--- config.mk ---
export PLATFORM = sky130hd
export DESIGN_NAME = json_stream_validator
export DESIGN_NICKNAME = d
export VERILOG_FILES = /design/src/sv/jsv_pkg.sv /design/src/sv/jsv_front.sv /design/src/sv/jsv_queue.sv /design/src/sv/jsv_back.sv /design/src/sv/json_stream_validator.sv
export SDC_FILE = /design/constraint.sdc
export NUM_CORES = 2
export LEC_CHECK = 0
export ABC_CLOCK_PERIOD_IN_PS = 10090
export BUFFER_PORTS_ARGS = -buffer_cell sky130_fd_sc_hd__buf_2
export CORE_MARGIN = 2
export CORE_UTILIZATION = 43
export CTS_BUF_LIST = sky130_fd_sc_hd__clkbuf_2 sky130_fd_sc_hd__clkbuf_4 sky130_fd_sc_hd__clkbuf_8
export DETAILED_ROUTE_END_ITERATION = 10
export RECOVER_POWER = 25
export SETUP_SLACK_MARGIN = 0.02
export SLEW_MARGIN = 20
export SYNTH_ARGS = -nofsm -noshare
export SYNTH_HDL_FRONTEND = slang
export SYNTH_SLANG_ARGS = --single-unit
--- constraint.sdc ---
create_clock -name clk -period 10.09 [get_ports clk]
set_input_delay 2.018 -clock clk [delete_from_list [all_inputs] [get_ports clk]]
set_output_delay 2.018 -clock clk [all_outputs]
set_load 0.02 [all_outputs]
--- src/sv/jsv_pkg.sv ---
// ----------------------------------------------------------------------------
// jsv_pkg
// Shared types, codes and small lookup functions of the JSON stream validator.
// ----------------------------------------------------------------------------
package jsv_pkg;

	localparam int MAX_DEPTH_DEF        = 32;
	localparam int MAX_NUMBER_CHARS_DEF = 64;
	localparam int QUEUE_DEPTH          = 4;
	localparam int EV_SLOTS             = 4;

	// event codes
	localparam logic [3:0] EV_NONE      = 4'd0;
	localparam logic [3:0] EV_OBJ_OPEN  = 4'd1;
	localparam logic [3:0] EV_OBJ_CLOSE = 4'd2;
	localparam logic [3:0] EV_ARR_OPEN  = 4'd3;
	localparam logic [3:0] EV_ARR_CLOSE = 4'd4;
	localparam logic [3:0] EV_KEY_START = 4'd5;
	localparam logic [3:0] EV_STR_START = 4'd6;
	localparam logic [3:0] EV_STR_BYTE  = 4'd7;
	localparam logic [3:0] EV_STR_END   = 4'd8;
	localparam logic [3:0] EV_INT_END   = 4'd9;
	localparam logic [3:0] EV_FLOAT_END = 4'd10;
	localparam logic [3:0] EV_TRUE      = 4'd11;
	localparam logic [3:0] EV_FALSE     = 4'd12;
	localparam logic [3:0] EV_NULL      = 4'd13;

	// error codes
	localparam logic [2:0] ERR_OK     = 3'd0;
	localparam logic [2:0] ERR_SYNTAX = 3'd1;
	localparam logic [2:0] ERR_DEPTH  = 3'd2;
	localparam logic [2:0] ERR_NODES  = 3'd3;
	localparam logic [2:0] ERR_LEN    = 3'd4;

	// configuration register indexes
	localparam logic [1:0] CFG_DEPTH_LIMIT  = 2'd0;
	localparam logic [1:0] CFG_NODE_LIMIT   = 2'd1;
	localparam logic [1:0] CFG_LENGTH_LIMIT = 2'd2;

	localparam logic [5:0]  DEPTH_LIMIT_RST  = 6'd32;
	localparam logic [13:0] NODE_LIMIT_RST   = 14'd10000;
	localparam logic [20:0] LENGTH_LIMIT_RST = 21'd1048576;

	localparam logic [63:0] MAG_CAP = 64'h8000_0000_0000_0000;

	typedef struct packed {
		logic [3:0] code;
		logic [7:0] data;
		logic [5:0] depth;
	} ev_t;

	// all events caused by one input byte
	typedef struct packed {
		ev_t [EV_SLOTS-1:0] ev;
		logic [2:0]         cnt;
		logic [63:0]        ival;
		logic [2:0]         err;
		logic               done;
	} bundle_t;

	function automatic ev_t mk_ev(logic [3:0] code, logic [7:0] data, logic [5:0] depth);
		ev_t e;
		e.code  = code;
		e.data  = data;
		e.depth = depth;
		return e;
	endfunction

	// magnitude * 10 + digit, saturating at 2^63
	function automatic logic [63:0] mul10_add(logic [63:0] a, logic [3:0] d);
		logic [67:0] t;
		t = ({4'b0, a} << 3) + ({4'b0, a} << 1) + 68'(d);
		if (t > 68'(MAG_CAP)) return MAG_CAP;
		return t[63:0];
	endfunction

	// {valid, value}
	function automatic logic [4:0] hex_val(logic [7:0] c);
		logic [7:0] t;
		t = 8'd0;
		if (c >= "0" && c <= "9") begin
			t = c - 8'h30;
			return {1'b1, t[3:0]};
		end
		if (c >= "a" && c <= "f") begin
			t = c - 8'h57;
			return {1'b1, t[3:0]};
		end
		if (c >= "A" && c <= "F") begin
			t = c - 8'h37;
			return {1'b1, t[3:0]};
		end
		return 5'd0;
	endfunction

	// literal letters: 0 true, 1 false, 2 null
	function automatic logic [7:0] lit_char(logic [1:0] k, logic [2:0] i);
		case ({k, i})
			{2'd0, 3'd0}: return "t";
			{2'd0, 3'd1}: return "r";
			{2'd0, 3'd2}: return "u";
			{2'd0, 3'd3}: return "e";
			{2'd1, 3'd0}: return "f";
			{2'd1, 3'd1}: return "a";
			{2'd1, 3'd2}: return "l";
			{2'd1, 3'd3}: return "s";
			{2'd1, 3'd4}: return "e";
			{2'd2, 3'd0}: return "n";
			{2'd2, 3'd1}: return "u";
			{2'd2, 3'd2}: return "l";
			{2'd2, 3'd3}: return "l";
			default:      return 8'd0;
		endcase
	endfunction

endpackage

--- src/sv/jsv_front.sv ---
// ----------------------------------------------------------------------------
// jsv_front
// Byte lexer: checks syntax and limits, builds the event bundle of each byte.
// ----------------------------------------------------------------------------
module jsv_front #(
	parameter int MAX_DEPTH        = jsv_pkg::MAX_DEPTH_DEF,
	parameter int MAX_NUMBER_CHARS = jsv_pkg::MAX_NUMBER_CHARS_DEF
) (
	input  logic              clk,
	input  logic              arst_n,
	input  logic              accept,
	input  logic [7:0]        in_byte,
	input  logic              in_end,
	input  logic [5:0]        depth_limit,
	input  logic [13:0]       node_limit,
	input  logic [20:0]       length_limit,
	output logic              push,
	output jsv_pkg::bundle_t  bundle
);

	localparam int DW  = $clog2(MAX_DEPTH + 1);
	localparam int SIW = (MAX_DEPTH > 1) ? $clog2(MAX_DEPTH) : 1;
	localparam int NLW = $clog2(MAX_NUMBER_CHARS + 1);

	typedef enum logic [4:0] {
		ST_VTOP = 5'd0, ST_VFIRSTARR = 5'd1, ST_VELEM = 5'd2, ST_KFIRST = 5'd3,
		ST_KNEXT = 5'd4, ST_COLON = 5'd5, ST_AFTER = 5'd6, ST_SCHAR = 5'd7,
		ST_SESC = 5'd8, ST_SHEX = 5'd9, ST_LOWBS = 5'd10, ST_LOWU = 5'd11,
		ST_LOWHEX = 5'd12, ST_NSIGN = 5'd13, ST_NZERO = 5'd14, ST_NINT = 5'd15,
		ST_NDOT = 5'd16, ST_NFRAC = 5'd17, ST_NEXP = 5'd18, ST_NEXPSIGN = 5'd19,
		ST_NEXPDIG = 5'd20, ST_LTRUE = 5'd21, ST_LFALSE = 5'd22, ST_LNULL = 5'd23
	} lex_state_t;

	localparam int FL_NEG = 0, FL_FLOAT = 1, FL_KEY = 2;

	lex_state_t           st_q, st, s;
	logic [DW-1:0]        dep_q, dep, lim, dm1;
	logic [13:0]          node_q, node;
	logic [20:0]          bc_q, bc;
	logic [15:0]          hex_q, hx;
	logic [9:0]           hs_q, hs;
	logic [63:0]          acc_q, acc, ival;
	logic [NLW-1:0]       nlen_q, nlen;
	logic [2:0]           flg_q, flg, lit_q, lit, err_q, err, n;
	logic [MAX_DEPTH-1:0] stk_q;
	logic                 stk_we, stk_val, top_obj, go, taken, dig, ws, do_utf;
	logic [SIW-1:0]       stk_idx;
	logic [4:0]           hv;
	logic [20:0]          cp;
	logic [1:0]           k;
	logic [2:0]           llen;
	logic [3:0]           lev;
	logic [7:0]           c, eo;
	jsv_pkg::ev_t         ev [jsv_pkg::EV_SLOTS];

	assign c       = in_byte;
	assign dm1     = dep_q - DW'(1);
	assign top_obj = stk_q[dm1[SIW-1:0]];
	assign lim     = ({3'b0, depth_limit} > 9'(MAX_DEPTH)) ? DW'(MAX_DEPTH) : DW'(depth_limit);

	always_comb begin
		st = st_q; dep = dep_q; node = node_q; hx = hex_q; hs = hs_q; acc = acc_q;
		nlen = nlen_q; flg = flg_q; lit = lit_q; err = err_q;
		stk_we = 1'b0; stk_val = 1'b0; stk_idx = '0; n = 3'd0; ival = 64'd0;
		for (int i = 0; i < jsv_pkg::EV_SLOTS; i++) ev[i] = '0;
		s = st_q; go = 1'b0; taken = 1'b1; do_utf = 1'b0; cp = 21'd0; k = 2'd0;
		llen = 3'd4; lev = jsv_pkg::EV_TRUE; eo = 8'd0;
		dig = (c >= "0") && (c <= "9");
		ws  = (c == 8'h20) || (c == 8'h09) || (c == 8'h0A) || (c == 8'h0D);
		hv  = jsv_pkg::hex_val(c);
		bc  = (&bc_q) ? bc_q : bc_q + 21'd1;
		if (bc > length_limit) err = jsv_pkg::ERR_LEN;

		if (err == jsv_pkg::ERR_OK) begin
			go = 1'b1;
			if (s >= ST_NSIGN && s <= ST_NEXPDIG) begin
				go = 1'b0;
				if (s == ST_NSIGN || s == ST_NDOT || s == ST_NEXPSIGN) begin
					if (!dig) err = jsv_pkg::ERR_SYNTAX;
					else begin
						if (s == ST_NSIGN) begin
							st = (c == "0") ? ST_NZERO : ST_NINT;
							acc = jsv_pkg::mul10_add(acc, c[3:0]);
						end else st = (s == ST_NDOT) ? ST_NFRAC : ST_NEXPDIG;
						nlen = nlen + NLW'(1);
						if (nlen >= NLW'(MAX_NUMBER_CHARS)) err = jsv_pkg::ERR_SYNTAX;
					end
				end else if (s == ST_NEXP) begin
					if (c == "+" || c == "-" || dig) begin
						st = dig ? ST_NEXPDIG : ST_NEXPSIGN;
						nlen = nlen + NLW'(1);
						if (nlen >= NLW'(MAX_NUMBER_CHARS)) err = jsv_pkg::ERR_SYNTAX;
					end else err = jsv_pkg::ERR_SYNTAX;
				end else if (dig && s != ST_NZERO) begin
					if (s == ST_NINT) acc = jsv_pkg::mul10_add(acc, c[3:0]);
					nlen = nlen + NLW'(1);
					if (nlen >= NLW'(MAX_NUMBER_CHARS)) err = jsv_pkg::ERR_SYNTAX;
				end else if ((c == "." && (s == ST_NZERO || s == ST_NINT)) ||
				             ((c == "e" || c == "E") && s != ST_NEXPDIG)) begin
					flg[FL_FLOAT] = 1'b1;
					st = (c == ".") ? ST_NDOT : ST_NEXP;
					nlen = nlen + NLW'(1);
					if (nlen >= NLW'(MAX_NUMBER_CHARS)) err = jsv_pkg::ERR_SYNTAX;
				end else taken = 1'b0;

				// number ended before this byte
				if (!taken) begin
					if (node >= node_limit) err = jsv_pkg::ERR_NODES;
					else begin
						node = node + 14'd1;
						if (flg[FL_FLOAT]) begin
							ev[n[1:0]] = jsv_pkg::mk_ev(jsv_pkg::EV_FLOAT_END, 8'd0, 6'(dep));
						end else begin
							if (flg[FL_NEG]) ival = acc[63] ? jsv_pkg::MAG_CAP : (~acc + 64'd1);
							else ival = acc[63] ? (jsv_pkg::MAG_CAP - 64'd1) : acc;
							ev[n[1:0]] = jsv_pkg::mk_ev(jsv_pkg::EV_INT_END, 8'd0, 6'(dep));
						end
						n = n + 3'd1;
						st = ST_AFTER;
					end
					go = (err == jsv_pkg::ERR_OK);
					s = ST_AFTER;
				end
			end
			if (go && s <= ST_AFTER && ws) go = 1'b0;

			if (go) begin
				case (s)
					ST_VTOP, ST_VELEM, ST_VFIRSTARR, ST_KFIRST, ST_AFTER: begin
						if ((s == ST_VFIRSTARR || s == ST_AFTER) && c == "]" ||
						    (s == ST_KFIRST || s == ST_AFTER) && c == "}") begin
							if (dep_q == '0 || top_obj != (c == "}")) err = jsv_pkg::ERR_SYNTAX;
							else begin
								dep = dep - DW'(1);
								ev[n[1:0]] = jsv_pkg::mk_ev((c == "}") ? jsv_pkg::EV_OBJ_CLOSE :
									jsv_pkg::EV_ARR_CLOSE, 8'd0, 6'(dep));
								n = n + 3'd1;
								st = ST_AFTER;
							end
						end else if (s == ST_AFTER) begin
							if (c == "," && dep_q != '0) st = top_obj ? ST_KNEXT : ST_VELEM;
							else err = jsv_pkg::ERR_SYNTAX;
						end else if (s == ST_KFIRST) begin
							if (c == "\"") begin
								flg = 3'b100;
								ev[n[1:0]] = jsv_pkg::mk_ev(jsv_pkg::EV_KEY_START, 8'd0, 6'(dep));
								n = n + 3'd1;
								st = ST_SCHAR;
							end else err = jsv_pkg::ERR_SYNTAX;
						end else if (c == "{" || c == "[") begin
							if (dep >= lim) err = jsv_pkg::ERR_DEPTH;
							else if (node >= node_limit) err = jsv_pkg::ERR_NODES;
							else begin
								node = node + 14'd1;
								stk_we = 1'b1; stk_idx = dep[SIW-1:0]; stk_val = (c == "{");
								dep = dep + DW'(1);
								ev[n[1:0]] = jsv_pkg::mk_ev((c == "{") ? jsv_pkg::EV_OBJ_OPEN :
									jsv_pkg::EV_ARR_OPEN, 8'd0, 6'(dep));
								n = n + 3'd1;
								st = (c == "{") ? ST_KFIRST : ST_VFIRSTARR;
							end
						end else if (c == "\"") begin
							if (node >= node_limit) err = jsv_pkg::ERR_NODES;
							else begin
								node = node + 14'd1;
								flg = 3'b000;
								ev[n[1:0]] = jsv_pkg::mk_ev(jsv_pkg::EV_STR_START, 8'd0, 6'(dep));
								n = n + 3'd1;
								st = ST_SCHAR;
							end
						end else if (c == "t" || c == "f" || c == "n") begin
							st = (c == "t") ? ST_LTRUE : (c == "f") ? ST_LFALSE : ST_LNULL;
							lit = 3'd1;
						end else if (c == "-" || dig) begin
							acc = dig ? {60'd0, c[3:0]} : 64'd0;
							nlen = NLW'(1);
							flg = (c == "-") ? 3'b001 : 3'b000;
							st = (c == "-") ? ST_NSIGN : (c == "0") ? ST_NZERO : ST_NINT;
						end else err = jsv_pkg::ERR_SYNTAX;
					end
					ST_KNEXT: begin
						if (c == "\"") begin
							flg = 3'b100;
							ev[n[1:0]] = jsv_pkg::mk_ev(jsv_pkg::EV_KEY_START, 8'd0, 6'(dep));
							n = n + 3'd1;
							st = ST_SCHAR;
						end else err = jsv_pkg::ERR_SYNTAX;
					end
					ST_COLON: begin
						if (c == ":") st = ST_VELEM;
						else err = jsv_pkg::ERR_SYNTAX;
					end
					ST_SCHAR: begin
						if (c == "\"") begin
							ev[n[1:0]] = jsv_pkg::mk_ev(jsv_pkg::EV_STR_END, 8'd0, 6'(dep));
							n = n + 3'd1;
							st = flg[FL_KEY] ? ST_COLON : ST_AFTER;
						end else if (c == "\\") st = ST_SESC;
						else if (c < 8'h20) err = jsv_pkg::ERR_SYNTAX;
						else begin
							ev[n[1:0]] = jsv_pkg::mk_ev(jsv_pkg::EV_STR_BYTE, c, 6'(dep));
							n = n + 3'd1;
						end
					end
					ST_SESC: begin
						case (c)
							"\"", "\\", "/": eo = c;
							"b": eo = 8'h08;
							"f": eo = 8'h0C;
							"n": eo = 8'h0A;
							"r": eo = 8'h0D;
							"t": eo = 8'h09;
							default: eo = 8'h00;
						endcase
						if (c == "u") begin
							hx = 16'd0; lit = 3'd0; st = ST_SHEX;
						end else if (eo == 8'h00) err = jsv_pkg::ERR_SYNTAX;
						else begin
							ev[n[1:0]] = jsv_pkg::mk_ev(jsv_pkg::EV_STR_BYTE, eo, 6'(dep));
							n = n + 3'd1;
							st = ST_SCHAR;
						end
					end
					ST_SHEX, ST_LOWHEX: begin
						if (!hv[4]) err = jsv_pkg::ERR_SYNTAX;
						else begin
							hx = {hx[11:0], hv[3:0]};
							lit = lit + 3'd1;
							if (lit == 3'd4) begin
								if (s == ST_SHEX) begin
									if (hx[15:10] == 6'b110110) begin
										hs = hx[9:0]; st = ST_LOWBS;
									end else if (hx[15:10] == 6'b110111) err = jsv_pkg::ERR_SYNTAX;
									else begin
										cp = {5'd0, hx}; do_utf = 1'b1;
									end
								end else if (hx[15:10] != 6'b110111) err = jsv_pkg::ERR_SYNTAX;
								else begin
									cp = 21'h10000 + {1'b0, hs, 10'd0} + {11'd0, hx[9:0]};
									do_utf = 1'b1;
								end
							end
						end
						// nothing was emitted earlier for this byte
						if (do_utf) begin
							st = ST_SCHAR;
							if (cp <= 21'h7F) begin
								ev[0] = jsv_pkg::mk_ev(jsv_pkg::EV_STR_BYTE, cp[7:0], 6'(dep));
								n = 3'd1;
							end else if (cp <= 21'h7FF) begin
								ev[0] = jsv_pkg::mk_ev(jsv_pkg::EV_STR_BYTE, {3'b110, cp[10:6]}, 6'(dep));
								ev[1] = jsv_pkg::mk_ev(jsv_pkg::EV_STR_BYTE, {2'b10, cp[5:0]}, 6'(dep));
								n = 3'd2;
							end else if (cp <= 21'hFFFF) begin
								ev[0] = jsv_pkg::mk_ev(jsv_pkg::EV_STR_BYTE, {4'b1110, cp[15:12]}, 6'(dep));
								ev[1] = jsv_pkg::mk_ev(jsv_pkg::EV_STR_BYTE, {2'b10, cp[11:6]}, 6'(dep));
								ev[2] = jsv_pkg::mk_ev(jsv_pkg::EV_STR_BYTE, {2'b10, cp[5:0]}, 6'(dep));
								n = 3'd3;
							end else begin
								ev[0] = jsv_pkg::mk_ev(jsv_pkg::EV_STR_BYTE, {5'b11110, cp[20:18]}, 6'(dep));
								ev[1] = jsv_pkg::mk_ev(jsv_pkg::EV_STR_BYTE, {2'b10, cp[17:12]}, 6'(dep));
								ev[2] = jsv_pkg::mk_ev(jsv_pkg::EV_STR_BYTE, {2'b10, cp[11:6]}, 6'(dep));
								ev[3] = jsv_pkg::mk_ev(jsv_pkg::EV_STR_BYTE, {2'b10, cp[5:0]}, 6'(dep));
								n = 3'd4;
							end
						end
					end
					ST_LOWBS: begin
						if (c == "\\") st = ST_LOWU;
						else err = jsv_pkg::ERR_SYNTAX;
					end
					ST_LOWU: begin
						if (c == "u") begin
							hx = 16'd0; lit = 3'd0; st = ST_LOWHEX;
						end else err = jsv_pkg::ERR_SYNTAX;
					end
					ST_LTRUE, ST_LFALSE, ST_LNULL: begin
						k    = (s == ST_LTRUE) ? 2'd0 : (s == ST_LFALSE) ? 2'd1 : 2'd2;
						llen = (s == ST_LFALSE) ? 3'd5 : 3'd4;
						lev  = (s == ST_LTRUE) ? jsv_pkg::EV_TRUE :
						       (s == ST_LFALSE) ? jsv_pkg::EV_FALSE : jsv_pkg::EV_NULL;
						if (lit >= llen || c != jsv_pkg::lit_char(k, lit)) err = jsv_pkg::ERR_SYNTAX;
						else begin
							lit = lit + 3'd1;
							if (lit == llen) begin
								if (node >= node_limit) err = jsv_pkg::ERR_NODES;
								else begin
									node = node + 14'd1;
									ev[n[1:0]] = jsv_pkg::mk_ev(lev, 8'd0, 6'(dep));
									n = n + 3'd1;
									st = ST_AFTER;
								end
							end
						end
					end
					default: err = jsv_pkg::ERR_SYNTAX;
				endcase
			end
		end

		if (in_end) begin
			if (err == jsv_pkg::ERR_OK &&
			    (st == ST_NZERO || st == ST_NINT || st == ST_NFRAC || st == ST_NEXPDIG)) begin
				if (node >= node_limit) err = jsv_pkg::ERR_NODES;
				else begin
					node = node + 14'd1;
					if (flg[FL_FLOAT]) begin
						ev[n[1:0]] = jsv_pkg::mk_ev(jsv_pkg::EV_FLOAT_END, 8'd0, 6'(dep));
					end else begin
						if (flg[FL_NEG]) ival = acc[63] ? jsv_pkg::MAG_CAP : (~acc + 64'd1);
						else ival = acc[63] ? (jsv_pkg::MAG_CAP - 64'd1) : acc;
						ev[n[1:0]] = jsv_pkg::mk_ev(jsv_pkg::EV_INT_END, 8'd0, 6'(dep));
					end
					n = n + 3'd1;
					st = ST_AFTER;
				end
			end
			if (err == jsv_pkg::ERR_OK && !(st == ST_AFTER && dep == '0)) err = jsv_pkg::ERR_SYNTAX;
			if (n == 3'd0) begin
				ev[0] = jsv_pkg::mk_ev(jsv_pkg::EV_NONE, 8'd0, 6'(dep));
				n = 3'd1;
			end
		end
	end

	always_comb begin
		for (int i = 0; i < jsv_pkg::EV_SLOTS; i++) bundle.ev[i] = ev[i];
		bundle.cnt  = n;
		bundle.ival = ival;
		bundle.err  = err;
		bundle.done = in_end;
	end
	assign push = accept && (n != 3'd0);

	always_ff @(posedge clk or negedge arst_n) begin
		if (!arst_n) begin
			st_q <= ST_VTOP; dep_q <= '0; node_q <= '0; bc_q <= '0; hex_q <= '0;
			hs_q <= '0; acc_q <= '0; nlen_q <= '0; flg_q <= '0; lit_q <= '0;
			err_q <= jsv_pkg::ERR_OK; stk_q <= '0;
		end else if (accept) begin
			if (stk_we) stk_q[stk_idx] <= stk_val;
			if (in_end) begin
				st_q <= ST_VTOP; dep_q <= '0; node_q <= '0; bc_q <= '0; hex_q <= '0;
				hs_q <= '0; acc_q <= '0; nlen_q <= '0; flg_q <= '0; lit_q <= '0;
				err_q <= jsv_pkg::ERR_OK;
			end else begin
				st_q <= st; dep_q <= dep; node_q <= node; bc_q <= bc; hex_q <= hx;
				hs_q <= hs; acc_q <= acc; nlen_q <= nlen; flg_q <= flg; lit_q <= lit;
				err_q <= err;
			end
		end
	end

endmodule

--- src/sv/jsv_queue.sv ---
// ----------------------------------------------------------------------------
// jsv_queue
// Short bundle queue between lexer and event serializer.
// ----------------------------------------------------------------------------
module jsv_queue #(
	parameter int DEPTH = jsv_pkg::QUEUE_DEPTH
) (
	input  logic             clk,
	input  logic             arst_n,
	input  logic             push,
	input  jsv_pkg::bundle_t wdata,
	input  logic             pop,
	output jsv_pkg::bundle_t head,
	output logic             not_empty,
	output logic             full
);

	localparam int AW = (DEPTH > 1) ? $clog2(DEPTH) : 1;

	jsv_pkg::bundle_t    mem_q [DEPTH];
	logic [AW-1:0]       wp_q, rp_q;
	logic [AW:0]         cnt_q;

	assign head      = mem_q[rp_q];
	assign not_empty = (cnt_q != '0);
	assign full      = (cnt_q == (AW+1)'(DEPTH));

	always_ff @(posedge clk) begin
		if (push) mem_q[wp_q] <= wdata;
	end

	always_ff @(posedge clk or negedge arst_n) begin
		if (!arst_n) begin
			wp_q <= '0; rp_q <= '0; cnt_q <= '0;
		end else begin
			if (push) wp_q <= (wp_q == AW'(DEPTH-1)) ? '0 : wp_q + AW'(1);
			if (pop) rp_q <= (rp_q == AW'(DEPTH-1)) ? '0 : rp_q + AW'(1);
			if (push && !pop) cnt_q <= cnt_q + (AW+1)'(1);
			else if (pop && !push) cnt_q <= cnt_q - (AW+1)'(1);
		end
	end

endmodule

--- src/sv/jsv_back.sv ---
// ----------------------------------------------------------------------------
// jsv_back
// Event serializer: one event beat per cycle from the head bundle while the output is not stalled.
// ----------------------------------------------------------------------------
module jsv_back (
	input  logic             clk,
	input  logic             arst_n,
	input  jsv_pkg::bundle_t head,
	input  logic             head_valid,
	output logic             pop,
	output logic             m_axis_tvalid,
	input  logic             m_axis_tready,
	output logic [87:0]      m_axis_tdata,  // data_byte, int_value, nest_depth, error_code, done_res
	output logic [3:0]       m_axis_tuser,  // event_res
	output logic             m_axis_tlast   // last_of_run
);

	logic [1:0]    idx_q;
	logic          load, is_last;
	jsv_pkg::ev_t  cur;
	logic          ov_q, done_q, last_q;
	logic [3:0]    code_q;
	logic [7:0]    data_q;
	logic [63:0]   ival_q;
	logic [5:0]    dep_q;
	logic [2:0]    err_q;

	assign cur     = head.ev[idx_q];
	assign is_last = ({1'b0, idx_q} + 3'd1) == head.cnt;
	assign load    = head_valid && (!ov_q || m_axis_tready);
	assign pop     = load && is_last;

	always_ff @(posedge clk or negedge arst_n) begin
		if (!arst_n) begin
			ov_q  <= 1'b0;
			idx_q <= 2'd0;
		end else begin
			if (load) begin
				ov_q  <= 1'b1;
				idx_q <= is_last ? 2'd0 : idx_q + 2'd1;
			end else if (m_axis_tready) ov_q <= 1'b0;
		end
	end

	always_ff @(posedge clk) begin
		if (load) begin
			code_q <= cur.code;
			data_q <= cur.data;
			dep_q  <= cur.depth;
			ival_q <= (cur.code == jsv_pkg::EV_INT_END) ? head.ival : 64'd0;
			err_q  <= head.err;
			done_q <= head.done && is_last;
			last_q <= is_last;
		end
	end

	assign m_axis_tvalid = ov_q;
	assign m_axis_tdata  = {6'd0, done_q, err_q, dep_q, ival_q, data_q};
	assign m_axis_tuser  = code_q;
	assign m_axis_tlast  = last_q;

endmodule

--- src/sv/json_stream_validator.sv ---
// ----------------------------------------------------------------------------
// json_stream_validator
// Streaming JSON syntax checker with token events and limit checks.
// ----------------------------------------------------------------------------
// Throughput: one input byte per cycle while the queue is not full; a byte that
// yields k events holds the output for k beats, so sustained rate is bounded
// by the event serializer. A byte's bundle is written into the queue at its
// accept edge, and its event beats are then registered into the output stage.
// Reset: arst_n clears the lexer state, the queue pointers and the output valid
// and index at once; limits return to depth 32, nodes 10000, length 1048576.
module json_stream_validator #(
	parameter int MAX_DEPTH        = jsv_pkg::MAX_DEPTH_DEF,
	parameter int MAX_NUMBER_CHARS = jsv_pkg::MAX_NUMBER_CHARS_DEF
) (
	input  logic        clk,
	input  logic        arst_n,
	input  logic        s_axis_tvalid,
	output logic        s_axis_tready,
	input  logic [7:0]  s_axis_tdata,   // in_byte
	input  logic        s_axis_tlast,   // end_of_doc
	output logic        m_axis_tvalid,
	input  logic        m_axis_tready,
	output logic [87:0] m_axis_tdata,   // data_byte, int_value, nest_depth, error_code, done_res
	output logic [3:0]  m_axis_tuser,   // event_res
	output logic        m_axis_tlast,   // last_of_run
	input  logic        cfg_valid,
	output logic        cfg_ready,
	input  logic [1:0]  cfg_index,
	input  logic [20:0] cfg_data
);

	logic [5:0]       depth_limit_q;
	logic [13:0]      node_limit_q;
	logic [20:0]      length_limit_q;
	logic             accept, push, pop, not_empty, full;
	jsv_pkg::bundle_t bun, head;

	assign cfg_ready     = 1'b1;
	assign s_axis_tready = !full;
	assign accept        = s_axis_tvalid && !full;

	always_ff @(posedge clk or negedge arst_n) begin
		if (!arst_n) begin
			depth_limit_q  <= jsv_pkg::DEPTH_LIMIT_RST;
			node_limit_q   <= jsv_pkg::NODE_LIMIT_RST;
			length_limit_q <= jsv_pkg::LENGTH_LIMIT_RST;
		end else if (cfg_valid) begin
			case (cfg_index)
				jsv_pkg::CFG_DEPTH_LIMIT:  depth_limit_q  <= cfg_data[5:0];
				jsv_pkg::CFG_NODE_LIMIT:   node_limit_q   <= cfg_data[13:0];
				jsv_pkg::CFG_LENGTH_LIMIT: length_limit_q <= cfg_data;
				default: ;
			endcase
		end
	end

	jsv_front #(
		.MAX_DEPTH       (MAX_DEPTH),
		.MAX_NUMBER_CHARS(MAX_NUMBER_CHARS)
	) u_front (
		.clk         (clk),
		.arst_n      (arst_n),
		.accept      (accept),
		.in_byte     (s_axis_tdata),
		.in_end      (s_axis_tlast),
		.depth_limit (depth_limit_q),
		.node_limit  (node_limit_q),
		.length_limit(length_limit_q),
		.push        (push),
		.bundle      (bun)
	);

	jsv_queue #(.DEPTH(jsv_pkg::QUEUE_DEPTH)) u_queue (
		.clk      (clk),
		.arst_n   (arst_n),
		.push     (push),
		.wdata    (bun),
		.pop      (pop),
		.head     (head),
		.not_empty(not_empty),
		.full     (full)
	);

	jsv_back u_back (
		.clk          (clk),
		.arst_n       (arst_n),
		.head         (head),
		.head_valid   (not_empty),
		.pop          (pop),
		.m_axis_tvalid(m_axis_tvalid),
		.m_axis_tready(m_axis_tready),
		.m_axis_tdata (m_axis_tdata),
		.m_axis_tuser (m_axis_tuser),
		.m_axis_tlast (m_axis_tlast)
	);

endmodule

==> key figures <==
Status
  • Status: finished, violations left
  • Failing checks: max-capacitance violations, max-slew violations

Setup path
  • Worst path slowest cell: or4_2
  • Critical Path AT: 10.00 ns
  • Crit path max fanout: 32
  • Largest stage delay, worst path: 0.72 ns
  • Most frequent CP cell: o21ai_0
  • WP data required: 10.77 ns
  • Setup crit end kind: flip-flop
  • CP Launch Type: flip-flop
  • Setup CP Type: reg2reg
  • Buffers & Inverters on Critical Path: 5
  • CP Depth: 41
  • Worst r2r path cells: 41
  • Critical path's top delay family: compound AO/OA/AOI/OAI gates

Final layout
  • Final cell count without fillers: 7451
  • Layout cell share with drive strength beyond 1: 16.6%
  • Final nets: 5863
  • Commonest non-fill, non-tap cell in the layout: edfxtp_1
  • Most frequent cells in the layout: edfxtp_1, nand2_1, nor2_1, o21ai_0, a21oi_1
  • Area Growth Syn to Fin: 11.8%

Floorplanning
  • Core Area: 129000 um2
  • Die span in x: 364 um
  • Initial core utilization: 43.2%
  • I/O Pins: 133
  • # rows: 132
  • Die height: 364 um
  • DIE AREA: 133000 um2

Logic synthesis
  • Adder-cell share of the synthesized area: 5.57%
  • Synth Area in Simple Gates: 15.4%
  • Synthesized area: 55900 um2
  • Library cells used by synthesis: 132
  • Syn. warnings: 0
  • Syn avg cell area: 10.3 um2
  • Number of synthesized flops with an enable pin: 643
  • Register area share after synthesis: 44.9%
  • Mux cell area share after synthesis: 8.85%
  • Largest family of logic cells by synthesized area: compound AO/OA/AOI/OAI gates
  • Main flop type after synthesis: edfxtp_1
  • Async SR Flop Fraction: 26.4%
  • Syn Inst Count: 5407
  • Synth Area in Compound Gates: 18.5%
  • Seq cells post-synth: 874
  • Post-synthesis xor/xnor area fraction: 3.29%

Min path
  • Tightest Hold Check Type: reg2reg
  • Min-Delay Path Depth: 1

Global routing
  • First-pass GRT wire length: 305 mm
  • Initial antenna violation count: 12
  • Number of global-route vias before repair: 44723
  • Gr ovfl total: 0
  • Largest net degree at the start of global routing: 91
  • GRT Total Usage: 30.8%

Route
  • DR iter-0 viols: 6882
  • Residual DRC count: 0
  • Final antenna-violating net count: 0
  • Pre-Repair DR Iteration Count: 6
  • Vias per cell: 6.43
  • WL per Instance: 27.9 um
  • Post-Route WL: 208 mm
  • Routed vias: 47916

Timing
  • Fin Clk Skew: 0.0675 ns
  • Slew @ Worst Pin: 4.31 ns
  • Fin crit period: 9.32 ns
  • Period utilization: 92.4%
  • RSZ-0062 raised after global routing: false
  • Final-report setup violation count: 0
  • Worst slew margin: -187%
  • Fmax achieved: 0.107 GHz
  • Final hold violation count: 0
  • Max-slew violations: 496
  • Setup TNS: 0 ns
  • Final setup margin: 0.767 ns

Clock network
  • H-tree Lvls: 4
  • TritonCTS clock tree: yes
  • Clk buf depth: 3
  • Clk slew on worst S/H paths: 0.06 ns
  • Clock latency on the worst-skew pair: 0.95 ns
  • Post-CTS setup buffer count: 0
  • Clock sink total: 874
  • Clock root buffer: clkbuf_8
  • CTS Buf Count: 150

Placed design
  • # port buffers: 125
  • Pre-CTS WS: 0.0101 ns
  • Inst Count DP: 7169
  • Detail Placement HPWL: 153 mm
  • Final RePlAce weighted congestion: 1.00

Run
  • Max-Cap Viols: 11

Power and ir drop
  • Peak supply drop: 0.173 mV
  • Total Power: 11.8 mW
  • P_leak: 23.6 nW
  • Power per cell area: 190 nW/um2
[synthesized netlist by cell type (47+ instances only)]
cell        n  area [um2]
edfxtp_1  643       19300
nand2_1   610        2290
nor2_1    393        1480
o21ai_0   344        1720
a21oi_1   336        1680
ha_1      244        3050
clkbuf_1  233         875
dfrtp_1   224        5610
mux4_2    161        3630
nor3_1    141         706
nand3_1   128         641
inv_1     125         469
xnor2_1   109         955
o22ai_1   105         657
xor2_1     99         867
o31ai_1    93         698
nand4_1    92         576
mux2_2     87         980
nor2b_1    85         532
a31oi_1    67         419
buf_2      56         280
a22o_1     53         464
and3_1     47         294
[final timing paths]
path | startpoint | endpoint | slack (ns)
max | u_front.bc_q[4]$_DFFE_PN0P_ | u_queue.mem_q[0][14]$_DFFE_PP_ | 0.77
min | u_front.nlen_q[5]$_DFFE_PN0P_ | u_front.nlen_q[5]$_DFFE_PN0P_ | 0.48
max reg2reg | u_front.bc_q[4]$_DFFE_PN0P_ | u_queue.mem_q[0][14]$_DFFE_PP_ | 0.77
min reg2reg | u_front.nlen_q[5]$_DFFE_PN0P_ | u_front.nlen_q[5]$_DFFE_PN0P_ | 0.48
max in group asynchronous | arst_n | length_limit_q[6]$_DFFE_PN0P_ | 1.65
min in group asynchronous | arst_n | u_front.acc_q[56]$_DFFE_PN0P_ | 2.63
[per-layer routing]
metal / GRT usage (%) / up-vias / routed length (um)
met3: 8.92 / 363 / 24200
met5: 0 / - / 131
li1: - / 21133 / -
met1: 47.5 / 23716 / 94400
met4: 8.21 / 16 / 5430
met2: 41.6 / 2688 / 83900
[metrics by stage]
stage | cell area [um2] | util, % | hold slack (ns)
3_5_place_dp | 59300 | 45.9 | 0.480
4_1_cts | 62600 | 48.4 | 0.488
6_report | 62400 | 48.3 | 0.483
5_1_grt | 62400 | 48.3 | 0.512
3_3_place_gp | 59300 | 45.9 | 0.476
2_1_floorplan | 55900 | - | 0.447
[state kept, by name (all words and copies together), names as in the netlist, 3 cells and up]
register and count:
u_back.dep_q 6, u_front.bc_q 21, u_front.stk_q 32, u_front.flg_q 3, u_front.nlen_q 7, u_back.data_q 8, u_front.node_q 14, u_queue.mem_q 556
node_limit_q 14, u_front.acc_q 64, u_front.err_q 3, depth_limit_q 6, length_limit_q 21, u_front.dep_q 6, u_back.ival_q 64, u_queue.cnt_q 3
u_back.err_q 3, u_front.lit_q 3, u_front.hex_q 12, u_back.m_axis_tuser 4, u_front.hs_q 10, u_front.st_q 5
[timing repair]
action,4_1_cts,5_1_grt
resized for setup,0,6
endpoints found under the setup margin,0,444
hold buffers,0,0
[where the power goes]
group          switching, mW  internal (mW)
logic                   2.30           1.34
registers              0.277           4.45
clock network           1.59           1.88
total                   4.16           7.68
[worst reg2reg max path: cells and delay by family (launching register included)]
kind	cells	cell delay (ns)
compound gates	17	3.51
simple gates	15	3.38
buf+inv	5	0.90
fa+ha+maj	2	0.63
flops	1	0.42
xor+xnor	2	0.26
[final cells by class]
cell class                 count  area (um2)
inverter                     129         485
sequential                   874       25100
tap                         1742        2180
clock inverter                58         505
fill                       11975       66900
timing repair buffer         348        2370
multi-input combinational   4076       29100
antenna                        2        5.00
clock buffer                 222        2710
[logic make-up after synthesis]
| family | after synthesis |
|---|---|
| adders and majority gates | 247 |
| AOI/OAI and AO/OA | 1547 |
| xor gates and xnor gates | 209 |
| buffers and inverters | 466 |
| muxes | 282 |
| DFF | 874 |
| and+or+nand+nor | 1780 |
| other | 2 |
Note: power is estimated with default switching activity, not from simulation.
